## src/sv/bsa_pkg.sv

```systemverilog
// Package for the bitmap slot allocator: payload structs, state codes,
// status and operation codes, and default parameter values. No dependencies.
package bsa_pkg;

    localparam int SLOT_WORDS_DEF      = 32;
    localparam int FIRST_USER_WORD_DEF = 1;
    localparam int WORD_BITS           = 32;
    localparam int HANDLE_W            = 16;
    localparam int SLOT_HANDLE_W       = 12;
    localparam int STATUS_W            = 2;

    localparam logic FUNC_ALLOC = 1'b0;
    localparam logic FUNC_FREE  = 1'b1;

    localparam logic [STATUS_W-1:0] STS_OK      = 2'd0;
    localparam logic [STATUS_W-1:0] STS_NO_FREE = 2'd1;
    localparam logic [STATUS_W-1:0] STS_INVALID = 2'd2;

    typedef struct packed {
        logic                func;
        logic [HANDLE_W-1:0] handle;
    } t_req;

    typedef struct packed {
        logic [STATUS_W-1:0]      status;
        logic [SLOT_HANDLE_W-1:0] slot_handle;
    } t_rsp;

    typedef enum logic [1:0] {
        S_IDLE,
        S_SCAN,
        S_FREE,
        S_RESP
    } t_state;

endpackage

```

## src/sv/bitmap_slot_allocator.sv

```systemverilog
// Top level of the bitmap slot allocator: request decode, word scan state
// machine and output register. Depends on bsa_pkg and bsa_bitmap_mem.
//
// Channel   Direction  Handshake                   Payload
// request   in         i_in_valid / o_in_ready     i_in_data  (bsa_pkg::t_req)
// response  out        o_out_valid / i_out_ready   o_out_data (bsa_pkg::t_rsp)
//
// One request is in work at a time. An allocate transaction reads one bitmap
// word per cycle from the memory's single read port, starting at
// FIRST_USER_WORD, and scans at most SLOT_WORDS-FIRST_USER_WORD words; it
// stalls on the word it stops on until the output register is free.
// Reset is synchronous and clears the bitmap at once through per-word flags,
// so no clearing pass is needed. While the output register holds a response
// that is not taken, the block still accepts a new request and works on it,
// and holds its finished response until the register frees.
module bitmap_slot_allocator #(
    parameter int SLOT_WORDS      = bsa_pkg::SLOT_WORDS_DEF,
    parameter int FIRST_USER_WORD = bsa_pkg::FIRST_USER_WORD_DEF
) (
    input  logic          i_clk,
    input  logic          i_rst_n,
    input  logic          i_in_valid,
    output logic          o_in_ready,
    input  bsa_pkg::t_req i_in_data,
    output logic          o_out_valid,
    input  logic          i_out_ready,
    output bsa_pkg::t_rsp o_out_data
);

    localparam int  WW         = (SLOT_WORDS > 1) ? $clog2(SLOT_WORDS) : 1;
    localparam int  FULL_HW    = WW + 7;
    localparam bit  USER_EMPTY = FIRST_USER_WORD >= SLOT_WORDS;
    localparam logic [WW-1:0] LAST_WORD  = WW'(SLOT_WORDS - 1);
    localparam logic [WW-1:0] FIRST_WORD = WW'(FIRST_USER_WORD);

    // Lowest clear bit of a word; only used when the word is not full.
    function automatic logic [4:0] first_zero(input logic [bsa_pkg::WORD_BITS-1:0] w);
        logic [4:0] pos;
        pos = '0;
        for (int i = bsa_pkg::WORD_BITS - 1; i >= 0; i--) begin
            if (!w[i]) begin
                pos = 5'(i);
            end
        end
        return pos;
    endfunction

    bsa_pkg::t_state r_state, n_state;
    logic [WW-1:0]   r_addr, n_addr;
    logic [4:0]      r_bit, n_bit;
    logic [bsa_pkg::STATUS_W-1:0] r_imm, n_imm;

    logic            r_out_vld;
    bsa_pkg::t_rsp   r_out;

    logic [WW-1:0]                 rd_addr;
    logic [bsa_pkg::WORD_BITS-1:0] rd_data;
    logic                          mem_we;
    logic [bsa_pkg::WORD_BITS-1:0] mem_wdata;

    logic            out_free;
    logic            res_vld;
    bsa_pkg::t_rsp   res;

    logic [8:0]      h_word;
    logic            free_ok;
    logic [4:0]      zero_pos;
    logic [FULL_HW-1:0] alloc_handle;

    bsa_bitmap_mem #(
        .SLOT_WORDS (SLOT_WORDS)
    ) u_mem (
        .i_clk     (i_clk),
        .i_rst_n   (i_rst_n),
        .i_rd_addr (rd_addr),
        .o_rd_data (rd_data),
        .i_wr_en   (mem_we),
        .i_wr_addr (r_addr),
        .i_wr_data (mem_wdata)
    );

    // A handle to free must be word aligned and fall inside the user words.
    // Its bits 15:7 are the bitmap word and bits 6:2 the bit within it.
    assign h_word  = i_in_data.handle[15:7];
    assign free_ok = (i_in_data.handle[1:0] == 2'b00)
                  && (h_word >= 9'(FIRST_USER_WORD))
                  && ({1'b0, h_word} < 10'(SLOT_WORDS));

    assign zero_pos     = first_zero(rd_data);
    assign alloc_handle = {r_addr, zero_pos, 2'b00};

    // The output register can take a new response this cycle.
    assign out_free = !r_out_vld || i_out_ready;

    always_comb begin
        n_state    = r_state;
        n_addr     = r_addr;
        n_bit      = r_bit;
        n_imm      = r_imm;
        rd_addr    = r_addr;
        mem_we     = 1'b0;
        mem_wdata  = rd_data;
        res_vld    = 1'b0;
        res        = '0;
        o_in_ready = 1'b0;
        case (r_state)
            bsa_pkg::S_IDLE: begin
                o_in_ready = 1'b1;
                if (i_in_valid) begin
                    if (i_in_data.func == bsa_pkg::FUNC_ALLOC) begin
                        if (USER_EMPTY) begin
                            n_imm   = bsa_pkg::STS_NO_FREE;
                            n_state = bsa_pkg::S_RESP;
                        end else begin
                            rd_addr = FIRST_WORD;
                            n_addr  = FIRST_WORD;
                            n_state = bsa_pkg::S_SCAN;
                        end
                    end else begin
                        if (free_ok) begin
                            rd_addr = h_word[WW-1:0];
                            n_addr  = h_word[WW-1:0];
                            n_bit   = i_in_data.handle[6:2];
                            n_state = bsa_pkg::S_FREE;
                        end else begin
                            n_imm   = bsa_pkg::STS_INVALID;
                            n_state = bsa_pkg::S_RESP;
                        end
                    end
                end
            end
            bsa_pkg::S_SCAN: begin
                // The word at r_addr is on rd_data. A stall re-reads it.
                if (rd_data != '1) begin
                    if (out_free) begin
                        mem_we          = 1'b1;
                        mem_wdata       = rd_data | (32'b1 << zero_pos);
                        res_vld         = 1'b1;
                        res.status      = bsa_pkg::STS_OK;
                        res.slot_handle = bsa_pkg::SLOT_HANDLE_W'(alloc_handle);
                        n_state         = bsa_pkg::S_IDLE;
                    end
                end else if (r_addr == LAST_WORD) begin
                    if (out_free) begin
                        res_vld    = 1'b1;
                        res.status = bsa_pkg::STS_NO_FREE;
                        n_state    = bsa_pkg::S_IDLE;
                    end
                end else begin
                    rd_addr = r_addr + WW'(1);
                    n_addr  = r_addr + WW'(1);
                end
            end
            bsa_pkg::S_FREE: begin
                if (out_free) begin
                    res_vld = 1'b1;
                    n_state = bsa_pkg::S_IDLE;
                    if (rd_data[r_bit]) begin
                        mem_we     = 1'b1;
                        mem_wdata  = rd_data & ~(32'b1 << r_bit);
                        res.status = bsa_pkg::STS_OK;
                    end else begin
                        res.status = bsa_pkg::STS_INVALID;
                    end
                end
            end
            bsa_pkg::S_RESP: begin
                if (out_free) begin
                    res_vld    = 1'b1;
                    res.status = r_imm;
                    n_state    = bsa_pkg::S_IDLE;
                end
            end
            default: begin
                n_state = bsa_pkg::S_IDLE;
            end
        endcase
    end

    always_ff @(posedge i_clk) begin
        if (!i_rst_n) begin
            r_state   <= bsa_pkg::S_IDLE;
            r_out_vld <= 1'b0;
        end else begin
            r_state <= n_state;
            if (res_vld) begin
                r_out_vld <= 1'b1;
            end else if (i_out_ready) begin
                r_out_vld <= 1'b0;
            end
        end
    end

    always_ff @(posedge i_clk) begin
        r_addr <= n_addr;
        r_bit  <= n_bit;
        r_imm  <= n_imm;
        if (res_vld) begin
            r_out <= res;
        end
    end

    assign o_out_valid = r_out_vld;
    assign o_out_data  = r_out;

endmodule

```

## src/sv/bsa_bitmap_mem.sv

```systemverilog
// Bitmap word store of the slot allocator: a synchronous memory with one
// read and one write port, plus per-word written flags cleared at reset.
module bsa_bitmap_mem #(
    parameter int SLOT_WORDS = bsa_pkg::SLOT_WORDS_DEF,
    localparam int WW = (SLOT_WORDS > 1) ? $clog2(SLOT_WORDS) : 1
) (
    input  logic                           i_clk,
    input  logic                           i_rst_n,
    input  logic [WW-1:0]                  i_rd_addr,
    output logic [bsa_pkg::WORD_BITS-1:0]  o_rd_data,
    input  logic                           i_wr_en,
    input  logic [WW-1:0]                  i_wr_addr,
    input  logic [bsa_pkg::WORD_BITS-1:0]  i_wr_data
);

    logic [bsa_pkg::WORD_BITS-1:0] mem [SLOT_WORDS];
    logic [bsa_pkg::WORD_BITS-1:0] r_q;
    logic [SLOT_WORDS-1:0]         r_vld;
    logic                          r_q_vld;

    always_ff @(posedge i_clk) begin
        if (i_wr_en) begin
            mem[i_wr_addr] <= i_wr_data;
        end
        r_q <= mem[i_rd_addr];
    end

    // A word that was never written since reset reads as all free.
    always_ff @(posedge i_clk) begin
        if (!i_rst_n) begin
            r_vld   <= '0;
            r_q_vld <= 1'b0;
        end else begin
            if (i_wr_en) begin
                r_vld[i_wr_addr] <= 1'b1;
            end
            r_q_vld <= r_vld[i_rd_addr];
        end
    end

    assign o_rd_data = r_q_vld ? r_q : '0;

endmodule

```

## config.mk

```make
export PLATFORM = sky130hd
export DESIGN_NAME = bitmap_slot_allocator
export DESIGN_NICKNAME = d
export VERILOG_FILES = /design/src/sv/bsa_pkg.sv /design/src/sv/bitmap_slot_allocator.sv /design/src/sv/bsa_bitmap_mem.sv
export SDC_FILE = /design/constraint.sdc
export NUM_CORES = 1
export LEC_CHECK = 0
export ABC_AREA = 1
export BUFFER_PORTS_ARGS = -buffer_cell sky130_fd_sc_hd__clkbuf_2
export CORE_AREA = 2 2 339 341
export DETAILED_ROUTE_END_ITERATION = 10
export DIE_AREA = 0 0 341 343
export MAX_ROUTING_LAYER = met4
export RECOVER_POWER = 25
export REMOVE_ABC_BUFFERS = 1
export SYNTH_ARGS = -nofsm -noshare
export SYNTH_HDL_FRONTEND = slang
export SYNTH_SLANG_ARGS = --single-unit
export TNS_END_PERCENT = 1
```

## constraint.sdc

```tcl
create_clock -name i_clk -period 3.2 [get_ports i_clk]
set_input_delay 0.64 -clock i_clk [delete_from_list [all_inputs] [get_ports i_clk]]
set_output_delay 0.64 -clock i_clk [all_outputs]
set_load 0.005 [all_outputs]
```

== Yosys cells after proc, flatten, opt, wreduce, memory -nomap -nowiden ==
Memory sizes are Yosys's and may differ from the RTL's. A register that Yosys moved wholly into a read port is not among the register bits.
Index checks and enable logic that the tools add are counted.

* Bits of input ports: 21
* Output and inout bits: 16
* Memories: 1
* Logic and storage cells: 120
* Register bits after elaboration: 60
* Bits in writable memories: 1024

* Muxes and demuxes: 77
* Bitwise gates (word level): 4
* $lt $le $gt $ge: 6
* Equality and inequality tests: 7
* $add $sub $neg: 1
* Reduce and logical (&&, ||, !) cells: 13
* Shifts and indexed selects: 2

{| class="wikitable"
|+ Memory list
! memory !! depth !! width !! read ports !! clocked after Yosys merged registers in !! write ports !! line !! source
|-
| u_mem.mem || 32 || 32 || 1 || 1 || 1 || bsa_bitmap_mem.sv:16 || <nowiki>logic [bsa_pkg::WORD_BITS-1:0] mem [SLOT_WORDS];</nowiki>
|}

{| class="wikitable"
|+ Operators by type and width
! operator !! number
|-
| $mux W5 || 37
|-
| $mux W32 || 5
|-
| $or A32 B32 Y32 || 2
|-
| $pmux W32 S2 || 1
|-
| $shl A1 B5 Y32 const A || 2
|-
| $and A32 B32 Y32 || 1
|-
| $ne A32 B32 Y1 const B || 1
|-
| $not A32 Y32 || 1
|-
| $lt A5 B6 Y1 const B || 3
|-
| $mux W2 || 9
|-
| $mux W1 || 17
|-
| $pmux W2 S3 || 2
|-
| $bmux W1 S5 || 2
|-
| $pmux W5 S2 || 1
|-
| $ge A9 B1 Y1 const B || 1
|-
| $lt A9 B6 Y1 const B || 1
|-
| $add A5 B1 Y5 const B || 1
|-
| $demux W1 S5 || 1
|-
| $eq A5 B5 Y1 const B || 1
|-
| $ge A5 B1 Y1 const B || 1
|-
| $eq A2 B2 Y1 const B || 2
|-
| $logic_not A2 Y1 || 2
|-
| $pmux W1 S2 || 2
|-
| $reduce_and A2 Y1 || 2
|-
| 10 further kinds || 12
|}

== Logic depth before layout (Yosys ltp) ==
* Depth in word-level cells: 38
* Depth in mapped cells: 37
* Gate-level depth less buffers: 37

== Modules after synthesis ==
A second synthesis with hierarchy kept.

* Cell total of the unflattened synthesis: 4186
* Area, all modules: 46595.9 um^2

{| class="wikitable"
|+ By module, submodules not included
! module !! times used !! seq. area each (um^2) !! cells each !! area each (um^2)
|-
| bsa_bitmap_mem || 1 || 32050.7 || 3730 || 43859.6
|-
| bitmap_slot_allocator || 1 || 670.6 || 456 || 2736.4
|}

== Worst setup path before layout ==
Ideal clock, no wire load.

* Path kind: reg-to-reg
* Start point: register u_mem.r_q_vld
* End point: memory u_mem.mem[0][0] in the netlist's numbering, enable pin
* Setup time: 0.423 ns
* Stages on the path, launching flop included: 15
* Arrival time: 3.124 ns
* Period minus slack after synthesis: 3.546 ns
* Slack: -0.346 ns
* Path buffers: 2
* Data required time: 2.777 ns
* Path through: dfxtp_1 > buf_4 > buf_4 > nand2_1 > inv_1 > nor2_1 > a221oi_1 > a21oi_1 > o21ai_0 > nand3_1 > nand3_1 > nand2_1 > inv_1 > nand2_1 > nor2_1

* Word-level cells in the longest chain between the ends: 8
* Elaborated cells on any way between the ends: 10
* Classes of those cells: eq/ne (1); mux (9)

{| class="wikitable"
|+ RTL lines
! item !! line !! source
|-
| from (decl) || bsa_bitmap_mem.sv:19 || <nowiki>logic r_q_vld;</nowiki>
|-
| from (signal assigned) || bsa_bitmap_mem.sv:37 || <nowiki>r_q_vld <= r_vld[i_rd_addr];</nowiki>
|-
| $mux W32 * || bsa_bitmap_mem.sv:41 || <nowiki>assign o_rd_data = r_q_vld ? r_q : '0;</nowiki>
|-
| $bmux W1 S5 || bitmap_slot_allocator.sv:158 || <nowiki>if (rd_data[r_bit]) begin</nowiki>
|-
| $mux W1 (not written as such) || bitmap_slot_allocator.sv:158 ||
|-
| $mux W1 || bitmap_slot_allocator.sv:158 ||
|-
| $mux W1 || bitmap_slot_allocator.sv:155 || <nowiki>if (out_free) begin</nowiki>
|-
| $pmux W1 S2 * || bitmap_slot_allocator.sv:106 || <nowiki>case (r_state)</nowiki>
|-
| $mux W1 * || bsa_bitmap_mem.sv:22 || <nowiki>if (i_wr_en) begin</nowiki>
|-
| $mux W1 (not written as such) * || bsa_bitmap_mem.sv:23 || <nowiki>mem[i_wr_addr] <= i_wr_data;</nowiki>
|-
| to (decl) || bsa_bitmap_mem.sv:16 ||
|}

Every way passes the cells marked *; elsewhere a longest branch is shown, timed or not. The select of a mux whose other input is x is not followed.

== Final worst setup path ==
* Start point: register u_mem.r_q_vld
* End point: register u_mem.r_q[28] in the netlist's numbering (read register of u_mem.mem)

* Word-level cells in the longest chain between the ends: 4

{| class="wikitable"
|+ RTL lines
! item !! line !! source
|-
| $mux W32 || bsa_bitmap_mem.sv:41 ||
|-
| $ne A32 B32 Y1 || bitmap_slot_allocator.sv:134 || <nowiki>if (rd_data != '1) begin</nowiki>
|-
| $mux W5 || n/a ||
|-
| $pmux W5 S2 || n/a ||
|-
| to (decl) || bsa_bitmap_mem.sv:17 || <nowiki>logic [bsa_pkg::WORD_BITS-1:0] r_q;</nowiki>
|}

No other way between the ends.
A chain may end at the register's enable or synchronous reset.

==> metrics.cfg <==
[run_status]
status = finished with violations
violations = negative setup slack

[yosys]
synth.distinct_cells = 48
synth_area_per_cell_sq_um = 12.8
synth_top_area_share_pct = 69.4
ys_ff_latch = 1114
synthFlopType = edfxtp_1
syn_inst = 3525
yosysTopAreaCell = edfxtp_1
async_flop_share_pct = 0
yosysWarningCount = 0
seq_area_frac_synth_pct = 72.7
synth_enable_flop_cells = 1041
synth_area_leaders = edfxtp_1 69%, nor2_1 5.5%, o21ai_0 5.3%
syn_area_sq_um = 45000

[setup_path]
ff2ff_setup_slack_ns = -0.47
reg2reg_to = u_mem.r_q[28]$_DFF_P_
required_ns = 3.87
reg2reg_from = u_mem.r_q_vld$_SDFF_PN0_
cp.arrival_ns = 4.34
crit_path_start = u_mem.r_q_vld$_SDFF_PN0_
worst_setup_path_start_kind = flop
path_max_fanout = 11
worst-setup-path-type = flop to flop
reg2reg_depth = 23
cp-endpoint = u_mem.r_q[28]$_DFF_P_
end_kind = flop

[timing]
slew_headroom_pct = 28.4
hold_viol_final = 0
rsz0062_at_grt = yes
period_minus_slack_ns = 3.67
tightest_slew_ns = 1.07
fmax_mhz = 272
drv_slew = 0
timing.final.crit_share_pct = 115
fin_worst_skew_ns = 0.0273
setup_viol = 1293
fin_ws_ns = -0.471

[grt]
grt_use_total_pct = 25.5
grt_max_degree = 54
grt_overflow = 0
grt_antenna_before_repair = 0
grt_pass1_wl_um = 213000
grt_pass1_vias = 31200

[placed_design]
place_congestion = 1.04
preCtsSetupSlack_ns = -0.733
post-dp-hpwl_um = 91000
placedInstanceArea_sq_um = 52500
portBuffers = 34

[clock_tree]
cts-root-buf = clkbuf_16
clkTransAtPathRegs_ns = 0.07
cts_buffer_depth = 3
clock_sinks = 1114
cts_inserted_buffers = 110
htreeDepth = 3
cts_tree = yes
insertion_delay_ns = 0.73

[final_layout]
regArea_sq_um = 32700
final_cell_mix = 1041 x edfxtp_1, 600 x nor2_1, 401 x o21ai_0
final_cell_area_sq_um = 58400
fin_util_pct = 51.5
drive_gt1_share_pct = 24.6
num-fill-cells = 9414
antennaDiodeCount = 0
multi_input_area_sq_um = 11700
layout_commonest_cell = edfxtp_1
layout.nets = 4046
area.growth.synth_to_final_pct = 29.6

[power_and_ir_drop]
ir_worst_vdd_mv = 0.702
p_per_area_nw_per_um2 = 1110
p_leak_nw = 19.9
power_mw = 64.6

[drt]
drt_iter0_markers = 3993
drt_first_pass_iters = 9
wl_per_cell_um = 26.5
routed_wl_um = 149000
antenna_left = 0
drt-vias-per-instance = 5.88
vias = 33000
drcViolationCount = 0

[min_path]
hold_class = primary input to flop
min_path_cells = 1

[die]
initial_core_util_pct = 39.7
rows = 124
core_area_sq_um = 113000
die-area_sq_um = 117000
die_w_um = 341
die_h_um = 343
pin_count = 37

[flow_run]
max_cap_violations = 0

-- repair_timing --
action | 4_1_cts | 5_1_grt
hold buffers | 0 | 0
gates cloned | 12 | 14
pin swaps | 44 | 87
resized for setup | 164 | 166
buffers inserted | 20 | 21
setup endpoints to repair | 1884 | 2028
-- cells in the mapped netlist, types with 59 or more instances --
| library cell | number |
|---|---|
| o211ai_1 | 101 |
| a31oi_1 | 68 |
| nand3_1 | 59 |
| dfxtp_1 | 73 |
| edfxtp_1 | 1041 |
| o221ai_1 | 166 |
| o21ai_0 | 480 |
| nor2_1 | 657 |
| o22ai_1 | 103 |
| clkbuf_1 | 125 |
| inv_1 | 65 |
| nand2_1 | 162 |
| buf_2 | 108 |
| o21ai_1 | 75 |
-- per-layer routing --
layer	GRT usage, %	up-vias	part of all wire (%)
met2	38.9	1768	46
met5	-	-	0
met1	34.7	16600	41
li1	-	14400	-
met4	8.30	0	3.4
met3	4.63	305	9.2
-- worst max-delay path, stage by stage, from the launching register on --
cell and delay, ns:
dfxtp_4 0.43, buf_12 0.16, buf_4 0.12, nand2_1 0.09, nor2_2 0.15, nand2_2 0.11, nor2_1 0.14, inv_2 0.05
nor2_2 0.11, inv_2 0.06, nor2_4 0.15, nand2_4 0.09, nor2_4 0.17, a221oi_4 0.08, buf_6 0.14, buf_12 0.16
buf_12 0.15, inv_16 0.15, clkbuf_16 0.19, o21ai_0 0.08, o221ai_1 0.29, nand3_1 0.19, a31oi_1 0.22, buf_4 0.13
-- cells by family after synthesis --
family	after synthesis	share of synthesized area (%)
AO/OA/AOI/OAI	1125	15.4
XOR/XNOR	1	0.0195
adder cells (fa/ha/maj)	8	0.222
buffers and inverters	342	3.41
flip-flops	1114	72.7
other	1	0.00833
AND/OR/NAND/NOR	934	8.22
-- report_power, final --
part	internal, mW	switching [mW]
sequential	20.9	0.565
combinational	11.7	17.7
clock	8.09	5.71
-- per-stage QoR --
step / setup TNS [ns] / std cells / hold WS [ns]
6_report: -161.81 / 5624 / 0.247
5_1_grt: -453.12 / 5624 / 0.240
4_1_cts: -60.12 / 5597 / 0.161
3_5_place_dp: -380.78 / 5359 / 0.448
3_3_place_gp: -465.98 / 5359 / 0.442
2_1_floorplan: -2049.86 / 3265 / 0.435
-- cell type report --
class,count,share of cell area [%]
Sequential cell,1114,56.1
Multi-Input combinational cell,2070,20.1
Tap cell,1512,3.24
Timing Repair Buffer,638,13.2
Inverter,81,0.613
Clock buffer,140,5.12
Clock inverter,67,1.54
Timing Repair inverter,2,0.0622
-- flip-flops by register name, summed over array words and instances (netlist names) --
name / flops
u_mem.r_q_vld: 1
o_out_data: 12
u_mem.r_vld: 32
r_state: 2
o_out_valid: 1
r_bit: 5
u_mem.r_q: 32
u_mem.mem: 1024
r_addr: 5
-- worst min-delay path by stage --
stage | slack (ns) | to | start
after floorplan | 0.44 | u_mem.r_vld[0]$_SDFFE_PN0P_ | u_mem.r_vld[0]$_SDFFE_PN0P_
after global placement | 0.44 | u_mem.r_vld[16]$_SDFFE_PN0P_ | u_mem.r_vld[16]$_SDFFE_PN0P_
after detailed placement | 0.45 | u_mem.r_vld[12]$_SDFFE_PN0P_ | u_mem.r_vld[12]$_SDFFE_PN0P_
after CTS | 0.16 | r_bit[4]$_DFFE_PP_ | i_in_data[6]
after global routing | 0.24 | r_bit[3]$_DFFE_PP_ | i_in_data[5]
final | 0.25 | r_bit[4]$_DFFE_PP_ | i_in_data[6]
No activity file was read; power rests on OpenSTA's default activity.
